File: src/sv/ilhs_pkg.sv
`timescale 1ns / 1ps
// ----------------------------------------------------------------------------
// ilhs_pkg
// Shared constants, codes and quantile fractions of the insert length
// histogram statistics block.
// ----------------------------------------------------------------------------
package ilhs_pkg;

  localparam int LENGTH_BINS_DEF = 2048;
  localparam int MODEL_COUNT_DEF = 8;
  localparam int COUNT_WIDTH_DEF = 32;

  localparam int OP_W       = 2;
  localparam int MODEL_W    = 3;
  localparam int LEN_W      = 16;
  localparam int STAT_W     = 16;
  localparam int MODEL_OUT_W = 4;
  localparam int INTERVAL_W = 16;
  localparam int SAMPLE_W   = 32;
  localparam int FRAC_W     = 32;
  localparam int QUANT_N    = 5;
  localparam int QIDX_W     = 3;

  localparam logic [MODEL_OUT_W-1:0] INVALID_MODEL  = 4'd8;
  localparam logic [INTERVAL_W-1:0]  INTERVAL_RESET = 16'd1000;

  // quantile slots
  localparam logic [QIDX_W-1:0] Q_LO3 = 3'd0;
  localparam logic [QIDX_W-1:0] Q_LO1 = 3'd1;
  localparam logic [QIDX_W-1:0] Q_MED = 3'd2;
  localparam logic [QIDX_W-1:0] Q_HI1 = 3'd3;
  localparam logic [QIDX_W-1:0] Q_HI3 = 3'd4;

  typedef enum logic [OP_W-1:0] {
    OP_APPEND = 2'd0,
    OP_FINAL  = 2'd1,
    OP_CLEAR  = 2'd2,
    OP_NOP    = 2'd3
  } op_t;

  // 0.32 fixed-point quantile fractions
  function automatic logic [FRAC_W-1:0] quant_frac(input logic [QIDX_W-1:0] k);
    logic [FRAC_W-1:0] f;
    case (k)
      Q_LO3:   f = 32'd5797768;
      Q_LO1:   f = 32'd681419127;
      Q_MED:   f = 32'd2147483648;
      Q_HI1:   f = 32'd3613548169;
      Q_HI3:   f = 32'd4289169528;
      default: f = '0;
    endcase
    return f;
  endfunction

endpackage

File: src/sv/ilhs_residue.sv
`timescale 1ns / 1ps
// ----------------------------------------------------------------------------
// ilhs_residue
// Restoring remainder unit: sample count modulo update interval, one
// dividend bit per cycle.
// ----------------------------------------------------------------------------
module ilhs_residue (
  input  logic                            clk,
  input  logic                            rst,
  input  logic                            start,
  input  logic [ilhs_pkg::SAMPLE_W-1:0]   dividend,
  input  logic [ilhs_pkg::INTERVAL_W-1:0] divisor,
  output logic                            done,
  output logic [ilhs_pkg::INTERVAL_W-1:0] rem
);

  localparam logic [4:0] LAST_BIT = 5'(ilhs_pkg::SAMPLE_W - 1);

  logic                            busy;
  logic [4:0]                      bitc;
  logic [ilhs_pkg::SAMPLE_W-1:0]   dvd;
  logic [ilhs_pkg::INTERVAL_W-1:0] dvs;
  logic [ilhs_pkg::INTERVAL_W:0]   trial;

  always_comb begin
    trial = {rem, dvd[LAST_BIT - bitc]};
    if (trial >= {1'b0, dvs}) begin
      trial = trial - {1'b0, dvs};
    end
  end

  always_ff @(posedge clk) begin
    if (rst) begin
      busy <= 1'b0;
      done <= 1'b0;
      bitc <= '0;
    end else begin
      done <= 1'b0;
      if (start) begin
        busy <= 1'b1;
        bitc <= '0;
        rem  <= '0;
        dvd  <= dividend;
        dvs  <= divisor;
      end else if (busy) begin
        rem <= trial[ilhs_pkg::INTERVAL_W-1:0];
        if (bitc == LAST_BIT) begin
          busy <= 1'b0;
          done <= 1'b1;
        end else begin
          bitc <= bitc + 1'b1;
        end
      end
    end
  end

endmodule

File: config.mk
export PLATFORM = sky130hd
export DESIGN_NAME = ilhs_residue
export DESIGN_NICKNAME = d
export VERILOG_FILES = /design/src/sv/ilhs_pkg.sv /design/src/sv/ilhs_residue.sv
export SDC_FILE = /design/constraint.sdc
export NUM_CORES = 1
export LEC_CHECK = 0
export BUFFER_PORTS_ARGS = -buffer_cell sky130_fd_sc_hd__buf_2
export CORE_UTILIZATION = 40
export CTS_BUF_LIST = sky130_fd_sc_hd__clkbuf_8 sky130_fd_sc_hd__clkbuf_16
export DETAILED_ROUTE_END_ITERATION = 12
export HOLD_SLACK_MARGIN = 0.05
export PLACE_DENSITY = 0.62
export SETUP_SLACK_MARGIN = 0.3
export SYNTH_ARGS = -nofsm -noshare
export SYNTH_HDL_FRONTEND = slang
export SYNTH_SLANG_ARGS = --single-unit
File: constraint.sdc
create_clock -name clk -period 7.1 [get_ports clk]
set_clock_uncertainty 0.05 [all_clocks]
set_input_delay 0.355 -clock clk [delete_from_list [all_inputs] [get_ports clk]]
set_output_delay 0.355 -clock clk [all_outputs]
set_load 0.05 [all_outputs]
==> impl_metrics.yaml <==
worst_setup_path:
  cp.required_ns: 7.22
  reg2reg_slack_ns: 2.82
  criticalPathCategory: "register to register"
  start_kind: "register"
  critPathLaunch: "bitc[1]"
  worstPathMaxFanout: 12
  r2r_end: "rem[9]"
  reg2reg_depth: 10
  critPathCapture: "rem[9]"
  r2r-start: "bitc[1]"
  crit_path_end_kind: "register"
  crit_arrival_ns: 4.40
synth:
  avgSynthCellArea_um2: 12.5
  ys_seq_area_share_pct: 55.2
  synth_edf_count: 64
  ys_seq_elements: 71
  yosysWarningCount: 0
  synth_flop_cell: "edfxtp_1"
  syn_area_mm2: 0.00374
  synth_nets: 369
  syn_inst: 299
  async_flop_share_pct: 0
  yosysUniqueCellTypes: 58
power:
  cellPowerDensity_mw_per_mm2: 252
  swShare_pct: 33.1
  combinationalPowerShare_pct: 24.0
  peakVddDrop_uv: 152
  pwr-share-clk_pct: 29.6
  seqPwrFrac_pct: 46.5
  leakagePower_nw: 1.72
  switching_power_mw: 0.362
  p_int_mw: 0.731
drt:
  num_vias: 2602
  wl_per_cell_um: 16.3
  firstDrtPassIters: 4
  drc_errors: 0
  antenna_left: 0
  drt_iter0_drc: 100
  avgViaCountPerCell: 5.43
  finalWirelength_mm: 7.80
grt:
  grt_pass1_vias: 2656
  grt_max_degree: 42
  antenna_found_initial: 0
  globalRouteTotalUtil_pct: 17.2
  gr-total-overflow: 0
  grt_pass1_wl_mm: 12.7
timing:
  finalSetupViolations: 0
  worst_slew_pin_slew_ns: 0.997
  min_period_over_period_pct: 60.3
  slew_headroom_pct: 33.1
  slew_viol_final: 0
  fmax_mhz: 234
  rsz0062_at_grt: "false"
  tns_ns: 0
  finalCriticalPeriod_ns: 4.28
  report.final.hold_viol_count: 0
layout:
  diodes: 0
  fin_cells: 479
  drive_above_1_share_pct: 31.5
  final_nets: 436
  fillers: 820
  area_growth_pct: 16.0
hold_path:
  hold_class: "primary input to register"
floorplanning:
  pin_count: 68
  die_area_mm2: 0.00973
  die_y_um: 98.6
  start_util_pct: 42.0
  die_width_um: 98.6
  rows: 34
  core_area_mm2: 0.00889
status:
  status: "finished clean"
clock_network:
  clk_latency_ns: 0.35
  htreeDepth: 3
  cts_hold_buf: 0
  root_buffer: "clkbuf_8"
  clock_path_buffers: 2
  postCtsSetupBuffers: 0
  post_cts_resized: 0
  path_clk_slew_ns: 0.09
  cts_tree: "done"
  cts.sinks: 71
  cts_inserted_buffers: 9
placement:
  dp.cells: 463
  gp_congestion: 0.877
  post-dp-hpwl_mm: 5.66
  io_buffer_count: 67
run:
  drv_cap: 0
-- per-stage QoR --
step	setup WS (ns)	utilization [%]	total power [mW]	hold slack, ns	instance area, µm²
global route	2.45	48.8	1.15	0.0947	4340
finish	2.82	48.8	1.09	0.119	4340
floorplan	3.35	-	0.716	0.368	3740
CTS	2.79	48.8	1.11	0.0994	4340
detailed placement	2.84	46.5	0.779	0.408	4140
global placement	2.97	46.5	0.776	0.389	4140
-- kinds of logic (layout without fill, tap and decap cells) --
group,Yosys count,after routing,synth area share [%]
DFF,71,71,55.2
buffers and inverters,35,107,4.72
muxes,13,13,6.53
AOI/OAI and AO/OA,80,80,14.8
xor gates and xnor gates,12,12,2.81
adders and majority gates,19,19,6.56
and+or+nand+nor,69,69,9.41
-- synthesized netlist by cell type, drive strengths merged (2+ instances only) --
cell / n / share of area (%)
clkbuf: 4 / 0.44
or4: 2 / 0.40
a31o: 2 / 0.47
xnor2: 7 / 1.6
mux2i: 3 / 0.80
and3: 5 / 0.90
ha: 18 / 6.0
a211oi: 5 / 1.3
dfxtp: 7 / 3.8
nand2: 15 / 1.6
a31oi: 3 / 0.50
nand2b: 2 / 0.33
mux4: 9 / 5.4
o21ai: 15 / 2.1
o22ai: 4 / 0.67
buf: 8 / 1.8
o211ai: 4 / 0.94
o21bai: 2 / 0.40
edfxtp: 64 / 51
o31ai: 2 / 0.40
nand4: 4 / 0.67
nor2: 13 / 1.3
a21oi: 26 / 3.8
nand3: 13 / 1.7
o21a: 2 / 0.60
a21o: 7 / 1.4
or2: 2 / 0.33
nor3: 9 / 1.3
xor2: 5 / 1.2
inv: 22 / 2.2
-- layout make-up --
type | instances | area [µm²] | share of cell area, %
clock inverter | 7 | 73.8 | 1.70
inverter | 22 | 82.6 | 1.90
sequential | 71 | 2060 | 47.6
multi-input combinational | 193 | 1510 | 34.8
tap | 108 | 135 | 3.12
timing repair buffer | 69 | 350 | 8.08
clock buffer | 9 | 124 | 2.86
-- cells in the final DEF, fill, tap and decap left out, types with 3 or more instances in the layout --
| master | count |
|---|---|
| a211oi_1 | 3 |
| nor3_1 | 8 |
| o22ai_1 | 4 |
| clkbuf_8 | 9 |
| dfxtp_1 | 7 |
| inv_6 | 3 |
| mux2i_1 | 3 |
| a31oi_1 | 3 |
| xnor2_1 | 7 |
| nand3_1 | 13 |
| a21oi_1 | 23 |
| o21ai_1 | 7 |
| a21o_1 | 7 |
| nor2_1 | 11 |
| inv_1 | 22 |
| o211ai_1 | 3 |
| nand4_1 | 4 |
| and3_1 | 3 |
| xor2_1 | 5 |
| a21oi_2 | 3 |
| o21ai_0 | 7 |
| mux4_2 | 9 |
| ha_1 | 18 |
| edfxtp_1 | 64 |
| buf_2 | 67 |
| nand2_1 | 13 |
-- critical path: stages (launching register included) --
cell	delay (ns)
dfxtp_1	0.66
mux4_2	0.57
mux4_2	0.49
o21ai_2	0.17
ha_1	0.26
and3_1	0.15
nand4_1	0.08
o32ai_1	0.10
o21ai_1	0.81
nand2_1	0.42
a211oi_1	0.34
-- metal layers --
layer,GRT usage [%],vias to the layer above,share of wire [%]
li1,-,1278,-
met1,20.6,1218,43
met2,29.4,90,50
met3,4.61,16,5.1
met4,7.12,0,2.2
met5,0,-,0
-- how the worst min path moves through the flow --
| stage | from | endpoint | slack, ns | cells after the start |
|---|---|---|---|---|
| finish | dividend[6] | dvd[6] | 0.12 | 1 |
| global route | dividend[2] | dvd[2] | 0.09 | 1 |
| CTS | dividend[1] | dvd[1] | 0.1 | 1 |
| detailed placement | busy | done | 0.41 | 2 |
| global placement | busy | done | 0.39 | 2 |
| floorplan | busy | done | 0.37 | 2 |
-- sequential cells by signal (all words and copies together) (netlist names) --
name	cells
done	1
busy	1
dvs	16
rem	16
dvd	32
bitc	5
-- power groups by stage --
stage | Sequential, mW | Combinational (mW) | Clock [mW]
after floorplan | 0.547 | 0.169 | 0
after global placement | 0.518 | 0.258 | 0
after detailed placement | 0.519 | 0.260 | 0
after CTS | 0.509 | 0.262 | 0.335
after global routing | 0.512 | 0.287 | 0.348
final | 0.508 | 0.262 | 0.323
(Power assumes the default switching activity.)
