$ cat config.mk
export PLATFORM = sky130hd
export DESIGN_NAME = ilhs_thresh
export DESIGN_NICKNAME = d
export VERILOG_FILES = /design/src/sv/ilhs_pkg.sv /design/src/sv/ilhs_thresh.sv
export SDC_FILE = /design/constraint.sdc
export NUM_CORES = 1
export LEC_CHECK = 0
export BUFFER_PORTS_ARGS = -buffer_cell sky130_fd_sc_hd__buf_2
export CAP_MARGIN = 20
export CORE_AREA = 2 2 150 152
export DETAILED_ROUTE_END_ITERATION = 6
export DIE_AREA = 0 0 152 154
export GPL_ROUTABILITY_DRIVEN = 0
export HOLD_SLACK_MARGIN = 0.08
export PLACE_DENSITY = 0.89
export SETUP_SLACK_MARGIN = 0.05
export SYNTH_ARGS = -nofsm -noshare
export SYNTH_HDL_FRONTEND = slang
export SYNTH_SLANG_ARGS = --single-unit
export TNS_END_PERCENT = 100
$ cat constraint.sdc
create_clock -name clk -period 5.45 [get_ports clk]
set_input_delay 0.545 -clock clk [delete_from_list [all_inputs] [get_ports clk]]
set_output_delay 0.545 -clock clk [all_outputs]
set_load 0.005 [all_outputs]
$ cat src/sv/ilhs_pkg.sv
`timescale 1ns / 1ps
// ----------------------------------------------------------------------------
// ilhs_pkg
// Shared constants, codes and quantile fractions of the insert length
// histogram statistics block.
// ----------------------------------------------------------------------------
package ilhs_pkg;

  localparam int LENGTH_BINS_DEF = 2048;
  localparam int MODEL_COUNT_DEF = 8;
  localparam int COUNT_WIDTH_DEF = 32;

  localparam int OP_W       = 2;
  localparam int MODEL_W    = 3;
  localparam int LEN_W      = 16;
  localparam int STAT_W     = 16;
  localparam int MODEL_OUT_W = 4;
  localparam int INTERVAL_W = 16;
  localparam int SAMPLE_W   = 32;
  localparam int FRAC_W     = 32;
  localparam int QUANT_N    = 5;
  localparam int QIDX_W     = 3;

  localparam logic [MODEL_OUT_W-1:0] INVALID_MODEL  = 4'd8;
  localparam logic [INTERVAL_W-1:0]  INTERVAL_RESET = 16'd1000;

  // quantile slots
  localparam logic [QIDX_W-1:0] Q_LO3 = 3'd0;
  localparam logic [QIDX_W-1:0] Q_LO1 = 3'd1;
  localparam logic [QIDX_W-1:0] Q_MED = 3'd2;
  localparam logic [QIDX_W-1:0] Q_HI1 = 3'd3;
  localparam logic [QIDX_W-1:0] Q_HI3 = 3'd4;

  typedef enum logic [OP_W-1:0] {
    OP_APPEND = 2'd0,
    OP_FINAL  = 2'd1,
    OP_CLEAR  = 2'd2,
    OP_NOP    = 2'd3
  } op_t;

  // 0.32 fixed-point quantile fractions
  function automatic logic [FRAC_W-1:0] quant_frac(input logic [QIDX_W-1:0] k);
    logic [FRAC_W-1:0] f;
    case (k)
      Q_LO3:   f = 32'd5797768;
      Q_LO1:   f = 32'd681419127;
      Q_MED:   f = 32'd2147483648;
      Q_HI1:   f = 32'd3613548169;
      Q_HI3:   f = 32'd4289169528;
      default: f = '0;
    endcase
    return f;
  endfunction

endpackage

$ cat src/sv/ilhs_thresh.sv
`timescale 1ns / 1ps
// ----------------------------------------------------------------------------
// ilhs_thresh
// Shift-add multiplier computing floor(total * fraction / 2^32) for all
// five quantile fractions, one fraction bit per cycle.
// ----------------------------------------------------------------------------
module ilhs_thresh #(
  parameter int TW = 33
) (
  input  logic          clk,
  input  logic          rst,
  input  logic          start,
  input  logic [TW-1:0] total,
  output logic          done,
  output logic [TW-1:0] thr [ilhs_pkg::QUANT_N]
);

  localparam int AccW = TW + ilhs_pkg::FRAC_W;
  localparam logic [4:0] LAST_BIT = 5'(ilhs_pkg::FRAC_W - 1);
  localparam logic [ilhs_pkg::QIDX_W-1:0] LAST_Q = ilhs_pkg::QIDX_W'(ilhs_pkg::QUANT_N - 1);

  logic                          busy;
  logic [ilhs_pkg::QIDX_W-1:0]   k;
  logic [4:0]                    bitc;
  logic [AccW-1:0]               acc;
  logic [AccW-1:0]               acc_next;
  logic [TW-1:0]                 tot_r;
  logic [ilhs_pkg::FRAC_W-1:0]   frac;

  always_comb begin
    frac = ilhs_pkg::quant_frac(k);
    acc_next = {acc[AccW-2:0], 1'b0};
    if (frac[LAST_BIT - bitc]) begin
      acc_next = acc_next + AccW'(tot_r);
    end
  end

  always_ff @(posedge clk) begin
    if (rst) begin
      busy <= 1'b0;
      done <= 1'b0;
      k    <= '0;
      bitc <= '0;
    end else begin
      done <= 1'b0;
      if (start) begin
        busy  <= 1'b1;
        k     <= '0;
        bitc  <= '0;
        acc   <= '0;
        tot_r <= total;
      end else if (busy) begin
        if (bitc == LAST_BIT) begin
          thr[k] <= acc_next[ilhs_pkg::FRAC_W +: TW];
          acc    <= '0;
          bitc   <= '0;
          if (k == LAST_Q) begin
            busy <= 1'b0;
            done <= 1'b1;
          end else begin
            k <= k + 1'b1;
          end
        end else begin
          acc  <= acc_next;
          bitc <= bitc + 1'b1;
        end
      end
    end
  end

endmodule

==> reports/qor.yml, run 1 <==
status:
  status: "finished, final reports clean"
final_layout:
  layout_common_cells: "sky130_fd_sc_hd__edfxtp_1 (262), sky130_fd_sc_hd__buf_2 (201), sky130_fd_sc_hd__nand2_1 (77), sky130_fd_sc_hd__nor2_1 (67), sky130_fd_sc_hd__a21oi_1 (61)"
  finish.net_count: 1205
  stdcell_area_mm2: 0.0145
  layout_commonest_cell: "sky130_fd_sc_hd__edfxtp_1"
  synthToLayoutAreaGrowth_pct: 18.1
  antenna_cells: 0
  fillers: 1476
  drive_gt1_share_pct: 24.2
clocking:
  clk_root_buffer_cell: "sky130_fd_sc_hd__clkbuf_16"
  clk_transition_reported_paths_ps: 60
  clock_insertion_delay_worst_skew_ps: 520
  clock_tree.htree_level_count: 1
  number_of_sinks_driven_by_the_clock_tree: 272
  tritoncts: "done"
  cts_resized: 0
  cts_inserted_buffers: 26
  cts-root-to-sink-buffers: 3
  post-cts-setup-buffers: 0
  cts_hold_buf: 0
drt:
  finalWirelength_um: 27700
  drt_iter0_markers: 720
  ant_nets: 0
  viasPerCell: 5.99
  drt_pre_antenna_iters: 5
  num_vias: 8541
  remaining_drc_errors: 0
  wire_per_inst_um: 19.4
yosys:
  post_synth.cell_area_avg_um2: 13.3
  ys_seq_elements: 272
  async_flop_share_pct: 0
  number_of_enable_type_register_cells_in_the_synthesized_netlist: 262
  synth-seq-area-share_pct: 65.7
  syn-num-nets: 1000
  synth_top_flop_cell: "sky130_fd_sc_hd__edfxtp_1"
  synth_cells: 924
  synthesis.area_mm2: 0.0123
  synth_cell_types: 67
  synthesis.yosys.warnings: 0
global_route:
  antenna_violations_before_repair: 0
  first_pass_grt_wire_length_um: 44000
  grt_overall_usage_pct: 23.1
  grt_max_degree: 47
  first_global_vias: 8221
  globalRoute.totalOverflow: 0
pwr:
  power.net_switching_w: 0.00106
  cellLeakagePower_nw: 5.58
  comb_power_share_pct: 9.2
  internal_power_w: 0.00361
  power_switching_share_pct: 22.7
  power.clock.fraction_pct: 39.6
  peak_supply_drop_v: 0.000269
  power_frac_seq_pct: 51.2
  power_density_mw_per_mm2: 322
timing:
  clock.fmax_mhz: 263
  setup_repair_after_global_routing_missed_its_margin: "no"
  fin_setup_tns_ps: 0
  share_of_the_cycle_needed_by_the_critical_path_after_routing_pct: 69.6
  slew-limit-headroom_pct: 52.3
  maxSlewViolCount: 0
  setup-violations-final: 0
  tightest_slew_ps: 715
  fin_skew_ps: 11.4
  timing_hold_violations_final: 0
  final_hold_slack_ps: 197
  shortest_period_the_worst_path_allows_ps: 3800
setup_path:
  crit_slowest_cell: "sky130_fd_sc_hd__dfxtp_1"
  critical_path.max_stage_delay_ps: 500
  worst_ep_arrival_time_ps: 4060
  worst-path-max-fanout: 46
  timing.critical_path.required_ps: 5720
  worst_setup_path_end_kind: "flip-flop"
  setup.worst_path.class: "flip-flop to flip-flop"
  crit_top_cell: "sky130_fd_sc_hd__ha_1"
  worstSetupStartpointType: "flip-flop"
  crit_chain: "ha_1 > ha_1 > nand2b_1 > o211ai_1 > nor2_1 > o221ai_2 > nand3_2 > buf_4 > a21oi_1 > nand4_1 > xnor2_1"
  worst_path_dominant_cell_family: "compound AO/OA/AOI/OAI gates"
  worstPathBufferInverterCount: 1
floorplan:
  die_h_um: 154
  placementRows: 54
  io_pins: 202
  die_w_um: 152
  start_util_pct: 56.6
  design.die.area_mm2: 0.0234
  area_of_the_core_mm2: 0.0217
hold_path:
  hp-class: "primary input to flip-flop"
flow_run:
  max_cap_violations: 0
place:
  dpl-instance-area_mm2: 0.0136
  numPortBuffers: 201
  hpwl_um: 18500
[synth_stat cells, drive strengths merged, types with 3 or more instances]
library cell	n	share of area (%)
o211ai	8	0.49
o21ai	37	1.5
o21bai	3	0.18
dfxtp	10	1.6
o21a	5	0.31
nor2b	8	0.41
a211oi	9	0.63
inv	15	0.46
nand4	11	0.56
ha	39	4.0
or3	25	1.3
a21o	19	1.2
xnor2	44	3.1
mux2i	39	3.2
clkbuf	20	0.62
a31oi	3	0.15
a21oi	62	2.6
buf	16	0.75
a21boi	3	0.21
edfxtp	262	64
nor3	12	0.49
nand2b	6	0.31
or2	3	0.15
nand2	77	2.4
nand3	34	1.4
and3	16	0.82
a311o	3	0.24
xor2	17	1.2
nor2	73	2.2
and2	10	0.51
o221ai	4	0.34
[state kept, by name, summed over array words and instances (netlist names)]
name   flops
acc       64
bitc       5
busy       1
done       1
k          3
thr      165
tot_r     33
[layout make-up]
type	count	area (um2)	area share, %
Clock inverter	16	190	1.31
Timing Repair Buffer	213	1120	7.73
Tap cell	280	350	2.42
Multi-Input combinational cell	601	4030	27.8
Clock buffer	29	683	4.71
Inverter	15	56.3	0.388
Sequential cell	272	8070	55.6
[stage by stage]
step                      cells  util, %  setup slack, ps  power (W)
after floorplan             924        -             1200    0.00275
after global placement     1379     62.6             2010    0.00284
after detailed placement   1380     62.7             1820    0.00285
after CTS                  1425     66.8             1700    0.00469
after global routing       1426     66.9             1430    0.00482
final                      1426     66.9             1650    0.00467
[power groups by stage]
stage / registers [W] / logic [W] / clock network [W]
after floorplan: 0.00242 / 0.000326 / 0
after global placement: 0.00243 / 0.000405 / 0
after detailed placement: 0.00244 / 0.000417 / 0
after CTS: 0.00239 / 0.000422 / 0.00188
after global routing: 0.00240 / 0.000475 / 0.00195
final: 0.00239 / 0.000429 / 0.00185
[final timing paths]
kind / cells past startpoint / end / startpoint / slack, ps
worst min-delay path: 1 / tot_r[18]$_DFFE_PP_ / total[18] / 200
worst min register to register: 2 / acc[26]$_SDFFCE_PP0P_ / acc[25]$_SDFFCE_PP0P_ / 600
worst max register to register: 11 / thr[139]$_DFFE_PP_ / k[1]$_SDFFE_PN0P_ / 1650
worst max-delay path: 11 / thr[139]$_DFFE_PP_ / k[1]$_SDFFE_PN0P_ / 1650
[layer usage]
metal / GRT usage [%] / part of all wire, %
met5: 0 / 0
met4: 8.06 / 3.1
met3: 4.40 / 8.7
met2: 39.4 / 50
met1: 30.0 / 39
[cell families after synthesis]
logic type | after synthesis | synth area share (%)
xor+xnor | 61 | 4.35
fa+ha+maj | 40 | 4.14
simple gates | 288 | 11.5
compound gates | 173 | 9.28
flops | 272 | 65.7
mux | 39 | 3.18
buf+inv | 51 | 1.83
Power figures use the tool's default switching activity.
==> inputs of run 2 (changes only) <==
==> constraint.sdc (replaced) <==
create_clock -name clk -period 3.95 [get_ports clk]
set_input_delay 0.395 -clock clk [delete_from_list [all_inputs] [get_ports clk]]
set_output_delay 0.395 -clock clk [all_outputs]
set_load 0.005 [all_outputs]
==> reports/qor.yml, run 2 (synthesis gave the netlist of run 1 again) <==
status:
  status: "finished, final reports clean"
global_route:
  antenna_violations_before_repair: 0  # unchanged
  grt_overall_usage_pct: 23.5  # +0.38 points
  first_pass_grt_wire_length_um: 44400  # +0.97%
  globalRoute.totalOverflow: 0  # unchanged
  first_global_vias: 8520  # +3.6%
  grt_max_degree: 65  # +38%
setup_path:
  worstSetupStartpointType: "flip-flop"
  crit_slowest_cell: "sky130_fd_sc_hd__dfxtp_1"
  r2r_path_start: "k[1]$_SDFFE_PN0P_"
  worst_setup_path_end_kind: "flip-flop"
  timing.critical_path.required_ps: 4220  # -1500 ps
  worst-path-max-fanout: 46  # unchanged
  worst_ep_arrival_time_ps: 3860  # -200 ps
  worst_setup_path_startpoint: "k[1]$_SDFFE_PN0P_"
  crit_chain: "ha_1 > ha_1 > nand2b_1 > o2111ai_1 > a311o_1 > a311o_1 > nand3_2 > buf_12 > or3b_2 > xnor2_1"
  critical_path.max_stage_delay_ps: 540  # +40 ps
  setup.worst_path.class: "flip-flop to flip-flop"
clocking:
  clk_root_buffer_cell: "sky130_fd_sc_hd__clkbuf_16"
  cts_inserted_buffers: 26  # unchanged
  clock_tree.htree_level_count: 1  # unchanged
  number_of_sinks_driven_by_the_clock_tree: 272  # unchanged
  tritoncts: "done"
  clock_insertion_delay_worst_skew_ps: 530  # about the same
  clk_transition_reported_paths_ps: 60  # about the same
  cts-root-to-sink-buffers: 3  # unchanged
timing:
  setup-violations-final: 0  # unchanged
  shortest_period_the_worst_path_allows_ps: 3600  # -199 ps
  share_of_the_cycle_needed_by_the_critical_path_after_routing_pct: 91.0  # +21 points
  clock.fmax_mhz: 278  # +5.5%
  fin_skew_ps: 13.8  # +2.37 ps
  maxSlewViolCount: 0  # unchanged
  tightest_slew_ps: 949  # +234 ps
  setup_repair_after_global_routing_missed_its_margin: "no"
  fin_setup_tns_ps: 0  # unchanged
  timing_hold_violations_final: 0  # unchanged
  slew-limit-headroom_pct: 36.8  # -16 points
drt:
  viasPerCell: 5.86  # -2.2%
  drt_iter0_markers: 677  # -6.0%
  ant_nets: 0  # unchanged
  remaining_drc_errors: 0  # unchanged
  wire_per_inst_um: 19.6  # +0.79%
  num_vias: 8582  # +0.48%
  drt_pre_antenna_iters: 5  # unchanged
  finalWirelength_um: 28700  # +3.5%
place:
  hpwl_um: 18500  # about the same
  numPortBuffers: 201  # unchanged
final_layout:
  fillers: 1407  # -4.7%
  layout_commonest_cell: "sky130_fd_sc_hd__edfxtp_1"
  reg_top3: "thr x165, acc x64, tot_r x33"
  synthToLayoutAreaGrowth_pct: 21.9
  post_route_core_utilization_pct: 69.0  # +2.1 points
  largest_reg_flops: 165  # unchanged
  finish.net_count: 1245  # +3.3%
  layout_common_cells: "sky130_fd_sc_hd__edfxtp_1 (262), sky130_fd_sc_hd__buf_2 (201), sky130_fd_sc_hd__nand2_1 (77), sky130_fd_sc_hd__nor2_1 (67), sky130_fd_sc_hd__a21oi_1 (60)"
  drive_gt1_share_pct: 24.7  # +0.55 points
  regMostFlops: "thr"
  antenna_cells: 0  # unchanged
floorplan:
  design.die.area_mm2: 0.0234  # unchanged
  io_pins: 202  # unchanged
  start_util_pct: 56.6  # unchanged
  area_of_the_core_mm2: 0.0217  # unchanged
  placementRows: 54  # unchanged
  die_h_um: 154  # unchanged
  die_w_um: 152  # unchanged
pwr:
  peak_supply_drop_v: 0.000383  # +43%
  power_density_mw_per_mm2: 432  # +34%
  cellLeakagePower_nw: 5.81  # +4.1%
hold_path:
  hold_path.startpoint: "rst"
  hp-class: "primary input to flip-flop"
flow_run:
  max_cap_violations: 0  # unchanged
-- run 2: per-layer routing --
layer	part of all wire, %	routed length (um)	GRT usage (%)	vias to the layer above
li1	-	-	-	3956
met1	38	11000	28.8	4145
met2	52	14900	42.1	431
met3	7.7	2190	4.28	50
met4	2.0	576	8.06	0
met5	0	0	0	-
-- run 2: what timing repair did --
| action | 4_1_cts | 5_1_grt |
|---|---|---|
| setup endpoints to repair | 0 | 104 |
| resized for setup | 0 | 11 |
| hold endpoints to repair | 33 | 0 |
| hold buffers | 33 | 0 |
| setup buffers | 0 | 5 |
-- run 2: where the power goes --
group / internal, W / total [W] / switching, W / leakage (nW)
Sequential: 0.00325 / 0.00331 / 0.0000582 / 2.51
Combinational: 0.000256 / 0.000626 / 0.000370 / 2.88
Clock: 0.00150 / 0.00253 / 0.00103 / 0.415
-- run 2: layout make-up --
class,instances,area (um2),share of cell area (%)
Multi-Input combinational cell,601,4120,27.5
Tap cell,280,350,2.34
Sequential cell,272,8070,53.9
Clock buffer,28,679,4.54
Clock inverter,16,190,1.27
Inverter,15,56.3,0.376
Timing Repair Buffer,253,1500,10.1
-- run 2: per-stage QoR --
step | cells | hold slack [ps] | total power (W) | cell area, um2 | worst slack [ps]
6_report | 1465 | 109 | 0.00646 | 15000 | 354
5_1_grt | 1465 | 111 | 0.00670 | 15000 | 79.3
4_1_cts | 1460 | 96.3 | 0.00647 | 14800 | 226
3_5_place_dp | 1383 | 561 | 0.00394 | 13600 | 313
3_3_place_gp | 1383 | 547 | 0.00392 | 13600 | 507
2_1_floorplan | 924 | 467 | 0.00379 | 12300 | 728
-- run 2: path summary, 6_finish.rpt --
check	to	slack [ps]	cells after the start
max	thr[2]$_DFFE_PP_	350	10
min	busy$_SDFF_PP0_	110	2
max reg2reg	thr[2]$_DFFE_PP_	350	10
min reg2reg	acc[21]$_SDFFCE_PP0P_	570	2
-- run 2: critical path: cells and delay by family (launching register included) --
family                     cells  cell delay, ps
and+or+nand+nor                3             760
AOI/OAI and AO/OA              3             730
adders and majority gates      2             660
DFF                            1             540
xor gates and xnor gates       1             410
buffers and inverters          1             230
==> inputs of run 3 (changes only) <==
==> constraint.sdc (replaced) <==
create_clock -name clk -period 3.95 [get_ports clk]
set_input_delay 0.5925 -clock clk [delete_from_list [all_inputs] [get_ports clk]]
set_output_delay 0.5925 -clock clk [all_outputs]
set_load 0.005 [all_outputs]
==> reports/qor.yml, run 3 (synthesis gave the netlist of run 1 again) <==
drt:
  drt_pre_antenna_iters: 5  # unchanged
  wl_met3_um: 2220  # +1.1%
  finalWirelength_um: 26800  # -6.5%
  top_signal_layer_used: "met4"
  met2_wirelength_um: 13800  # -7.2%
  remaining_drc_errors: 0  # unchanged
  wirelength_met1_um: 10000  # -8.5%
  viasPerCell: 5.86  # about the same
  drt_iter0_markers: 679  # +0.30%
  wire_per_inst_um: 18.7  # -4.5%
  ant_nets: 0  # unchanged
  num_vias: 8408  # -2.0%
place:
  hpwl_um: 18000  # -2.5%
  numPortBuffers: 201  # unchanged
  dpl-instance-area_mm2: 0.0137  # +0.11%
setup_path:
  worstPathBufferInverterCount: 0  # -1
  setup.worst_path.class: "flip-flop to flip-flop"
  critical_path.max_stage_delay_ps: 560  # +20 ps
  timing.critical_path.required_ps: 4230  # about the same
  r2r_path_start: "acc[5]$_SDFFCE_PP0P_"
  worstSetupStartpointType: "flip-flop"
  worst_path_dominant_cell_family: "compound AO/OA/AOI/OAI gates"
  rrSetupSlack_ps: 430  # +70 ps
  crit_cells: 9  # -1
  worst_setup_path_startpoint: "acc[5]$_SDFFCE_PP0P_"
  worst_setup_path_end_kind: "flip-flop"
  worst_ep_arrival_time_ps: 3800  # -60 ps
  crit_slowest_cell: "sky130_fd_sc_hd__or4b_4"
  critPathCapture: "thr[11]$_DFFE_PP_"
  worst-path-max-fanout: 9  # -80%
  crit-reg2reg-capture: "thr[11]$_DFFE_PP_"
  reg2reg_depth: 9  # -1
  crit_chain: "ha_1 > and3_1 > a221oi_2 > or4b_4 > a211oi_2 > o21ai_2 > a21oi_2 > nand3_1 > xnor2_1"
clocking:
  cts_hold_buf: 0  # -100%
  clk_transition_reported_paths_ps: 60  # about the same
  cts-root-to-sink-buffers: 3  # unchanged
  cts_inserted_buffers: 27  # +3.8%
  clock_tree.htree_level_count: 1  # unchanged
  tritoncts: "done"
  clk_root_buffer_cell: "sky130_fd_sc_hd__clkbuf_16"
  clock_insertion_delay_worst_skew_ps: 530  # about the same
  number_of_sinks_driven_by_the_clock_tree: 272  # unchanged
  post-cts-setup-buffers: 0  # unchanged
pwr:
  power_density_mw_per_mm2: 449  # +3.9%
  peak_supply_drop_v: 0.000361  # -5.9%
  power_w: 0.00655  # +1.3%
  cellLeakagePower_nw: 5.63  # -3.0%
timing:
  fin_setup_tns_ps: 0  # unchanged
  tightest_slew_ps: 821  # -128 ps
  setup-violations-final: 0  # unchanged
  timing_hold_violations_final: 0  # unchanged
  shortest_period_the_worst_path_allows_ps: 3520  # -73.7 ps
  setup_repair_after_global_routing_missed_its_margin: "no"
  slew-limit-headroom_pct: 45.0  # +8.2 points
  fin_skew_ps: 8.01  # -5.76 ps
  share_of_the_cycle_needed_by_the_critical_path_after_routing_pct: 89.2  # -1.9 points
  clock.fmax_mhz: 284  # +2.1%
  maxSlewViolCount: 0  # unchanged
floorplan:
  io_pins: 202  # unchanged
  die_w_um: 152  # unchanged
  die_h_um: 154  # unchanged
  placementRows: 54  # unchanged
  start_util_pct: 56.6  # unchanged
  area_of_the_core_mm2: 0.0217  # unchanged
  design.die.area_mm2: 0.0234  # unchanged
final_layout:
  reg_top3: "thr x165, acc x64, tot_r x33"
  antenna_cells: 0  # unchanged
  layout_common_cells: "sky130_fd_sc_hd__edfxtp_1 (262), sky130_fd_sc_hd__buf_2 (201), sky130_fd_sc_hd__nand2_1 (77), sky130_fd_sc_hd__nor2_1 (67), sky130_fd_sc_hd__a21oi_1 (61)"
  finish.net_count: 1210  # -2.8%
  stdcell_area_mm2: 0.0146  # -2.5%
  largest_reg_flops: 165  # unchanged
  drive_gt1_share_pct: 24.7  # -0.029 points
  post_route_core_utilization_pct: 67.3  # -1.7 points
  synthToLayoutAreaGrowth_pct: 18.8
  regMostFlops: "thr"
  layout_commonest_cell: "sky130_fd_sc_hd__edfxtp_1"
global_route:
  globalRoute.totalOverflow: 0  # unchanged
  grt_overall_usage_pct: 22.6  # -0.89 points
  antenna_violations_before_repair: 0  # unchanged
  first_global_vias: 8309  # -2.5%
  first_pass_grt_wire_length_um: 43000  # -3.2%
  grt_max_degree: 43  # -34%
hold_path:
  whs_path_depth: 1  # -1
  hp-class: "primary input to flip-flop"
status:
  status: "finished, final reports clean"
flow_run:
  max_cap_violations: 0  # unchanged
-- run 3: per-layer routing --
metal,global-route usage (%),vias to the layer above
met1,28.2,4020
met2,40.6,426
met4,7.21,0
met3,3.72,56
met5,0,-
li1,-,3906
-- run 3: worst min path at each step --
stage                                      from                     to  slack, ps
after CTS                             total[13]    tot_r[13]$_DFFE_PP_        220
after floorplan              tot_r[0]$_DFFE_PP_   acc[0]$_SDFFCE_PP0P_        520
after global placement    acc[30]$_SDFFCE_PP0P_  acc[31]$_SDFFCE_PP0P_        560
after detailed placement  acc[25]$_SDFFCE_PP0P_  acc[26]$_SDFFCE_PP0P_        570
final                                  total[5]     tot_r[5]$_DFFE_PP_        240
after global routing                  total[27]    tot_r[27]$_DFFE_PP_        220
-- run 3: per-stage QoR --
step,instances,hold slack [ps],setup slack [ps]
3_5_place_dp,1385,573,476
3_3_place_gp,1385,558,574
6_report,1434,238,427
5_1_grt,1434,225,155
2_1_floorplan,924,519,530
4_1_cts,1434,223,333
-- run 3: where the power goes --
| group | switching, W | internal, W |
|---|---|---|
| clock | 0.00106 | 0.00159 |
| combinational | 0.000364 | 0.000233 |
| sequential | 0.0000533 | 0.00325 |
| total | 0.00148 | 0.00507 |
-- run 3: area by class of cell --
type                    count  area (um2)
clock buffers              29         683
clock inverters            20         248
flip-flops and latches    272        8070
fillers                  1478        7100
repair buffers            217        1140
inverters                  15        56.3
multi-input cells         601        4050
well taps                 280         350
-- run 3: repair_timing --
action | 4_1_cts | 5_1_grt
resized for setup | 0 | 1
endpoints found under the hold margin | 0 | 0
endpoints found under the setup margin | 0 | 5
-- run 3: worst reg2reg max path, cell delays in order, from the launching register on --
cell and delay [ps]:
sky130_fd_sc_hd__edfxtp_1 390, sky130_fd_sc_hd__ha_1 410, sky130_fd_sc_hd__and3_1 220, sky130_fd_sc_hd__a221oi_2 100, sky130_fd_sc_hd__or4b_4 560, sky130_fd_sc_hd__a211oi_2 340, sky130_fd_sc_hd__o21ai_2 140, sky130_fd_sc_hd__a21oi_2 470
sky130_fd_sc_hd__nand3_1 220, sky130_fd_sc_hd__xnor2_1 410
